**config.mk**
```make
export PLATFORM = sky130hd
export DESIGN_NAME = lpbq_ctrl
export DESIGN_NICKNAME = d
export VERILOG_FILES = /design/src/hdl/length_prefixed_byte_ring_queue_macros.svh /design/src/hdl/lpbq_pkg.sv /design/src/hdl/lpbq_ctrl.sv
export SDC_FILE = /design/constraint.sdc
export NUM_CORES = 1
export LEC_CHECK = 0
export BUFFER_PORTS_ARGS = -buffer_cell sky130_fd_sc_hd__buf_2
export CAP_MARGIN = 30
export CORE_MARGIN = 4
export CORE_UTILIZATION = 48
export DETAILED_ROUTE_END_ITERATION = 10
export PLACE_DENSITY = 0.89
export SYNTH_ARGS = -nofsm -noshare
export SYNTH_HDL_FRONTEND = slang
export SYNTH_SLANG_ARGS = --single-unit
```
**constraint.sdc**
```tcl
create_clock -name clk -period 3 [get_ports clk]
set_clock_uncertainty 0.15 [all_clocks]
set_input_delay 0.6 -clock clk [delete_from_list [all_inputs] [get_ports clk]]
set_output_delay 0.6 -clock clk [all_outputs]
set_load 0.01 [all_outputs]
```
**src/hdl/length_prefixed_byte_ring_queue_macros.svh**
```systemverilog
// ----------------------------------------------------------------------------
// length prefixed byte ring queue assertion macros
// shared concurrent assertion forms, sampled on clk and disabled in reset
// ----------------------------------------------------------------------------
`ifndef LENGTH_PREFIXED_BYTE_RING_QUEUE_MACROS_SVH
`define LENGTH_PREFIXED_BYTE_RING_QUEUE_MACROS_SVH

// same-cycle implication
`define LPBQ_ASSERT_IMP(lbl, ante, cons) \
    lbl: assert property (@(posedge clk) disable iff (!rst_n) (ante) |-> (cons)) \
        else $error("lpbq same-cycle check failed");

// next-cycle implication
`define LPBQ_ASSERT_NXT(lbl, ante, cons) \
    lbl: assert property (@(posedge clk) disable iff (!rst_n) (ante) |=> (cons)) \
        else $error("lpbq next-cycle check failed");

`endif

```
**src/hdl/lpbq_pkg.sv**
```systemverilog
`timescale 1ns / 1ps
// ----------------------------------------------------------------------------
// lpbq_pkg
// sizes, codes and controller/datapath interface types of the byte ring queue
// ----------------------------------------------------------------------------
package lpbq_pkg;

    // ring and message geometry
    localparam int RING_DEPTH    = 4096;
    localparam int MAX_MSG_LEN   = 64;
    localparam int HEADER_BYTES  = 4;
    localparam int RING_MIN      = 8;
    localparam int RING_SIZE_RST = (RING_DEPTH < 4096) ? RING_DEPTH : 4096;

    localparam int POS_W     = $clog2(RING_DEPTH);
    localparam int SIZE_W    = POS_W + 1;
    localparam int HDR_CNT_W = $clog2(HEADER_BYTES);

    // port field widths
    localparam int CFG_W     = 13;
    localparam int CFG_IDX_W = 1;
    localparam int ACT_W     = 2;
    localparam int LEN_IN_W  = 8;
    localparam int BYTE_W    = 8;
    localparam int ST_W      = 3;
    localparam int PLEN_W    = 6;
    localparam int FS_W      = 12;

    // register indexes
    localparam logic [CFG_IDX_W-1:0] REG_RING_SIZE   = 1'd0;
    localparam logic [CFG_IDX_W-1:0] REG_QUEUE_VALID = 1'd1;

    // action codes
    localparam logic [ACT_W-1:0] ACT_PUSH  = 2'd0;
    localparam logic [ACT_W-1:0] ACT_POP   = 2'd1;
    localparam logic [ACT_W-1:0] ACT_CLEAR = 2'd2;
    localparam logic [ACT_W-1:0] ACT_NOP   = 2'd3;

    // status codes
    localparam logic [ST_W-1:0] ST_OK       = 3'd0;
    localparam logic [ST_W-1:0] ST_FULL     = 3'd1;
    localparam logic [ST_W-1:0] ST_BAD_LEN  = 3'd2;
    localparam logic [ST_W-1:0] ST_EMPTY    = 3'd3;
    localparam logic [ST_W-1:0] ST_DISABLED = 3'd4;

    typedef logic [POS_W-1:0]  pos_t;
    typedef logic [SIZE_W-1:0] size_t;

    // controller to datapath commands
    typedef struct packed {
        logic            latch;
        logic            push_start;
        logic            drop_start;
        logic            hdr_wr;
        logic            dat_wr;
        logic            clear;
        logic            rd_head;
        logic            pop_hdr;
        logic            pop_end;
        logic            pop_rd;
        logic            emit;
        logic            emit_byte;
        logic [ST_W-1:0] status;
    } cmd_t;

    // datapath to controller status
    typedef struct packed {
        logic             qvalid;
        logic [ACT_W-1:0] action;
        logic             start;
        logic             len_bad;
        logic             len_fits;
        logic             left_zero;
        logic             dropping;
        logic             empty;
        logic             hdr_last;
        logic             pop_zero;
        logic             pop_last;
        logic             out_free;
    } stat_t;

endpackage

```
**src/hdl/lpbq_ctrl.sv**
```systemverilog
`timescale 1ns / 1ps
// ----------------------------------------------------------------------------
// lpbq_ctrl
// sequencer for push, pop, clear and result transactions of the ring queue
// ----------------------------------------------------------------------------
module lpbq_ctrl import lpbq_pkg::*; (
    input  logic  clk,
    input  logic  rst_n,
    input  logic  in_valid,
    output logic  in_ready,
    input  stat_t stat,
    output cmd_t  cmd
);

    localparam logic [3:0] S_IDLE     = 4'd0;
    localparam logic [3:0] S_DECODE   = 4'd1;
    localparam logic [3:0] S_PUSH_HDR = 4'd2;
    localparam logic [3:0] S_PUSH_DAT = 4'd3;
    localparam logic [3:0] S_POP_HDR  = 4'd4;
    localparam logic [3:0] S_POP_END  = 4'd5;
    localparam logic [3:0] S_POP_RD   = 4'd6;
    localparam logic [3:0] S_POP_OUT  = 4'd7;
    localparam logic [3:0] S_EMIT     = 4'd8;

    logic [3:0]      state_reg, state_next;
    logic [ST_W-1:0] st_reg, st_next;

    // next state and commands
    always_comb
    begin
        state_next = state_reg;
        st_next    = st_reg;
        cmd        = '0;
        cmd.status = st_reg;
        in_ready   = 1'b0;
        unique case (state_reg)
            S_IDLE:
            begin
                in_ready = 1'b1;
                if (in_valid)
                begin
                    cmd.latch  = 1'b1;
                    state_next = S_DECODE;
                end
            end
            S_DECODE:
            begin
                if (!stat.qvalid)
                begin
                    st_next    = ST_DISABLED;
                    state_next = S_EMIT;
                end
                else
                begin
                    unique case (stat.action)
                        ACT_PUSH:
                        begin
                            if (stat.start)
                            begin
                                if (stat.len_bad)
                                begin
                                    cmd.drop_start = 1'b1;
                                    st_next        = ST_BAD_LEN;
                                    state_next     = S_EMIT;
                                end
                                else if (!stat.len_fits)
                                begin
                                    cmd.drop_start = 1'b1;
                                    st_next        = ST_FULL;
                                    state_next     = S_EMIT;
                                end
                                else
                                begin
                                    cmd.push_start = 1'b1;
                                    state_next     = S_PUSH_HDR;
                                end
                            end
                            else if (stat.left_zero)
                            begin
                                st_next    = stat.dropping ? ST_OK : ST_BAD_LEN;
                                state_next = S_EMIT;
                            end
                            else
                            begin
                                state_next = S_PUSH_DAT;
                            end
                        end
                        ACT_POP:
                        begin
                            if (stat.empty)
                            begin
                                st_next    = ST_EMPTY;
                                state_next = S_EMIT;
                            end
                            else
                            begin
                                cmd.rd_head = 1'b1;
                                state_next  = S_POP_HDR;
                            end
                        end
                        ACT_CLEAR:
                        begin
                            cmd.clear  = 1'b1;
                            st_next    = ST_OK;
                            state_next = S_EMIT;
                        end
                        default:
                        begin
                            st_next    = ST_OK;
                            state_next = S_EMIT;
                        end
                    endcase
                end
            end
            S_PUSH_HDR:
            begin
                cmd.hdr_wr = 1'b1;
                if (stat.hdr_last)
                begin
                    state_next = S_PUSH_DAT;
                end
            end
            S_PUSH_DAT:
            begin
                cmd.dat_wr = 1'b1;
                st_next    = ST_OK;
                state_next = S_EMIT;
            end
            S_POP_HDR:
            begin
                cmd.pop_hdr = 1'b1;
                state_next  = S_POP_END;
            end
            S_POP_END:
            begin
                cmd.pop_end = 1'b1;
                if (stat.pop_zero)
                begin
                    st_next    = ST_OK;
                    state_next = S_EMIT;
                end
                else
                begin
                    state_next = S_POP_RD;
                end
            end
            S_POP_RD:
            begin
                cmd.pop_rd = 1'b1;
                state_next = S_POP_OUT;
            end
            S_POP_OUT:
            begin
                if (stat.out_free)
                begin
                    cmd.emit      = 1'b1;
                    cmd.emit_byte = 1'b1;
                    cmd.status    = ST_OK;
                    state_next    = stat.pop_last ? S_IDLE : S_POP_RD;
                end
            end
            S_EMIT:
            begin
                if (stat.out_free)
                begin
                    cmd.emit   = 1'b1;
                    state_next = S_IDLE;
                end
            end
            default:
            begin
                state_next = S_IDLE;
            end
        endcase
    end

    // state registers
    always_ff @(posedge clk or negedge rst_n)
    begin
        if (!rst_n)
        begin
            state_reg <= S_IDLE;
            st_reg    <= ST_OK;
        end
        else
        begin
            state_reg <= state_next;
            st_reg    <= st_next;
        end
    end

endmodule

```
Word level (Yosys, flattened, before mapping) --
Index checks and enable logic that the tools add are counted.
Word-level totals: register bits 7, input port bits 16, output and inout bits 16
Operators by class: eq/ne operators 18, multiplexer cells 49, reduce and logical (&&, ||, !) cells 5
Operator list (count):
- $mux W4 | 12
- $pmux W4 S9 | 1
- $mux W3 | 8
- $eq A4 B3 Y1 const B | 4
- $mux W1 | 16
- $mux W2 | 7
- $ne A2 B2 Y1 const B | 5
- $pmux W3 S3 | 1
- $eq A4 B2 Y1 const B | 2
- $pmux W4 S2 | 1
- $ne A6 B6 Y1 const B | 1
- $pmux W3 S2 | 1
- $mux W5 | 1
- $ne A5 B5 Y1 const B | 1
- $reduce_and A5 Y1 | 1
- $eq A4 B1 Y1 const B | 1
- $eq A4 B4 Y1 const B | 1
- $logic_not A4 Y1 | 1
- $ne A4 B4 Y1 const B | 1
- $reduce_and A4 Y1 | 1
- $reduce_bool A3 Y1 | 1
- $eq A2 B1 Y1 const B | 1
- $eq A2 B2 Y1 const B | 1
- $logic_not A2 Y1 | 1
- $pmux W1 S2 | 1

Logic depth before layout (Yosys ltp) --
depth in word-level cells 6, gate-level depth with buffers 6, depth with buffers taken out 4

Worst setup path after synthesis --
No wires, ideal clock.
kind register to output, start register state_reg[3], end output cmd[12] in the netlist's numbering, arrival time 1.646 ns, data required time 2.250 ns, setup slack 0.604 ns, stages on the path, launching flop included 5, path buffers 1, cells stage by stage dfrtp_1 > buf_6 > or4b_4 > or4_4 > nor2_1
RTL lines:
- start: declaration | RTL line lpbq_ctrl.sv:25 | logic [3:0] state_reg, state_next;
- start signal: assignment | RTL line lpbq_ctrl.sv:187 | state_reg <= state_next;
- end: declaration | RTL line lpbq_ctrl.sv:12 | output cmd_t cmd

==> flow_summary.toml <==
[routing]
drt_iter0_drc = 14
vias = 765
wire_per_inst_um = 14.0
drc = 0
dr.pass1.iters = 4
ant_nets = 0
vias_per_cell = 5.80
totalWireLength_mm = 1.84

[grt]
track_usage_pct = 18.6
grt_max_degree = 17
grt_overflow = 0
antenna_found_initial = 0
busiest_layer = "met2"
gr-usage-met1_pct = 21.4
grt_pass1_wl_mm = 2.87
grt_pass1_vias = 718
grtUsageMet3_pct = 4.74
grt.met2_usage_pct = 31.3

[clock_tree]
cts_sinks = 7
numCtsBuffers = 3
clk_latency_ns = 0.25
clock-root-buffer = "clkbuf_4"
cts.repair.resized = 0
cts_max_path_buffers = 2
postCtsHoldBufs = 0
clk_pin_slew_ns = 0.05
cts_tree = "built"
htreeDepth = 1
post_cts_buffers = 0

[logic_synthesis]
ys_async_sr_fraction_pct = 100
synth_ff_type = "dfrtp_1"
netlist_area_um2 = 688
avgSynthCellArea_um2 = 8.10
ys_seq_area_share_pct = 25.5
synth.area.top_cells = "dfrtp_1 (25%), nand2b_1 (6.4%), o21ai_0 (5.1%)"
syn-num-nets = 101
yosys.area.top_type_share_pct = 25.5
synth-edff-count = 0
ys_warn_count = 0
ys_types = 37
synth_top_area_cell = "dfrtp_1"
synth_fa_ha_area_share_pct = 0
syn_inst = 85
synth_compound_area_share_pct = 19.6
synth-seq-cells = 7
yosys.area_share.xor_xnor_pct = 1.27
synth-simple-area-share_pct = 39.1
synth_mux_area_share_pct = 7.82
synth_top_family_by_area = "simple AND/OR/NAND/NOR gates"
synth_common_cells = "dfrtp_1 (7), nand2b_1 (7), o21ai_0 (7)"

[floorplan]
die_width_um = 45.9
start_util_pct = 51.6
row_count = 13
dieArea_um2 = 2100
ios = 32
die_h_um = 45.9
fp.coreArea_um2 = 1330

[worst_setup_path]
critical_path.max_fanout = 15
worstPathRequired_ns = 2.25
startpoint_type = "flop"
cp.arrival_ns = 2.08
worstSetupPathType = "reg2out"
endpoint_kind = "output port"

[power_and_ir_drop]
switching_power_uw = 210
max-vdd-ir-drop_uv = 334
p_sw_share_pct = 39.7
comb_power_share_pct = 54.3
pwr-share-clk_pct = 16.4
power_density_nw_per_um2 = 604
p_int_uw = 319
p_leak_uw = 0.000437
p_seq_share_pct = 29.3

[timing]
worst_pin_slew_ns = 0.496
finalHoldViolations = 0
relSlewSlack_pct = 66.8
rsz0062_at_grt = "no"
fmax_mhz = 354
maxSlewViolCount = 0
period_needed_ns = 2.83
fin_tns_setup_ns = 0
fin_crit_sh_pct = 94.3
setup_violations = 0

[cells_and_area]
fin_cells = 132
area_delta_synth_final_pct = 27.3
fillers = 109
antenna_cells = 0
final_layout_size_suffix_gt1_share_pct = 39.3
nNetsFinal = 134
largest_reg_flops = 4

[min_path]
hp-class = "in2async"

[job]
drv_cap = 0

[place]
port_buffers = 31
dp_hpwl_mm = 1.52
gp_congestion = 0.852
dp.cells = 128

[status]
status = "complete, no violations"
[layout by cell type, fill, tap and decap left out, types with 2 or more instances in the layout]
cell type | netlist | layout
mux2_2 | 3 | 3
clkbuf_4 | 0 | 3
nor3_1 | 5 | 5
nor2_1 | 6 | 6
and2_1 | 3 | 3
a21oi_1 | 4 | 4
o21ai_0 | 7 | 7
nand2_1 | 3 | 3
nor3b_1 | 3 | 3
a211oi_1 | 2 | 2
inv_1 | 5 | 5
buf_2 | 1 | 31
dfrtp_1 | 7 | 7
buf_4 | 0 | 2
nand2b_1 | 7 | 7
mux2i_1 | 2 | 2
nor2b_1 | 2 | 2
nor4b_1 | 2 | 2
[worst paths after layout]
kind / from / end / slack (ns) / depth (start not counted)
min in group clk: st_reg[0]$_DFFE_PN0P_ / st_reg[0]$_DFFE_PN0P_ / 0.36 / 1
max in group asynchronous: rst_n / state_reg[2]$_DFFE_PN0P_ / 2.52 / 1
worst min-delay path: rst_n / state_reg[0]$_DFFE_PN0P_ / 0.02 / 1
worst max-delay path: state_reg[2]$_DFFE_PN0P_ / cmd[13] / 0.17 / 4
worst min register to register: st_reg[0]$_DFFE_PN0P_ / st_reg[0]$_DFFE_PN0P_ / 0.36 / 1
worst max register to register: state_reg[2]$_DFFE_PN0P_ / state_reg[0]$_DFFE_PN0P_ / 0.90 / 4
[routing by layer]
metal  up-vias  wire, µm
met2        31       946
met4         0        42
li1        376         -
met5         -         0
met1       352       729
met3         6       124
[stage by stage]
stage / utilization (%) / area, µm² / hold WS, ns / power (µW) / setup slack, ns
after floorplan: - / 688 / 0.154 / 360 / 0.604
after global placement: 63.7 / 850 / 0.285 / 432 / 0.494
after detailed placement: 63.7 / 850 / 0.294 / 443 / 0.455
after CTS: 65.7 / 876 / 0.0219 / 531 / 0.174
after global routing: 65.7 / 876 / 0.0313 / 565 / 0.0831
final: 65.7 / 876 / 0.0215 / 529 / 0.172
[critical path, stage by stage (launching register included)]
cell	delay (ns)
dfrtp_1	0.54
or4b_4	0.60
or4_4	0.45
nor2_1	0.11
buf_2	0.13
[cells by family after synthesis]
group	Yosys count
flops	7
mux	5
xor+xnor	1
buf+inv	10
simple gates	42
compound gates	20
[cell type report]
class                   instances  area, µm²  area share, %
clock buffers                   4       26.3           3.00
inverters                       5       18.8           2.14
multi-input cells              68        467           53.3
flip-flops and latches          7        175           20.0
well taps                      15       18.8           2.14
repair buffers                 33        170           19.4
[power by group through the flow]
stage,Combinational (µW),Clock (µW),Sequential (µW)
global placement,279,0,153
global route,313,92.8,160
detailed placement,287,0,156
finish,287,86.8,155
CTS,288,87.8,155
floorplan,218,0,141
(Power assumes the default switching activity.)
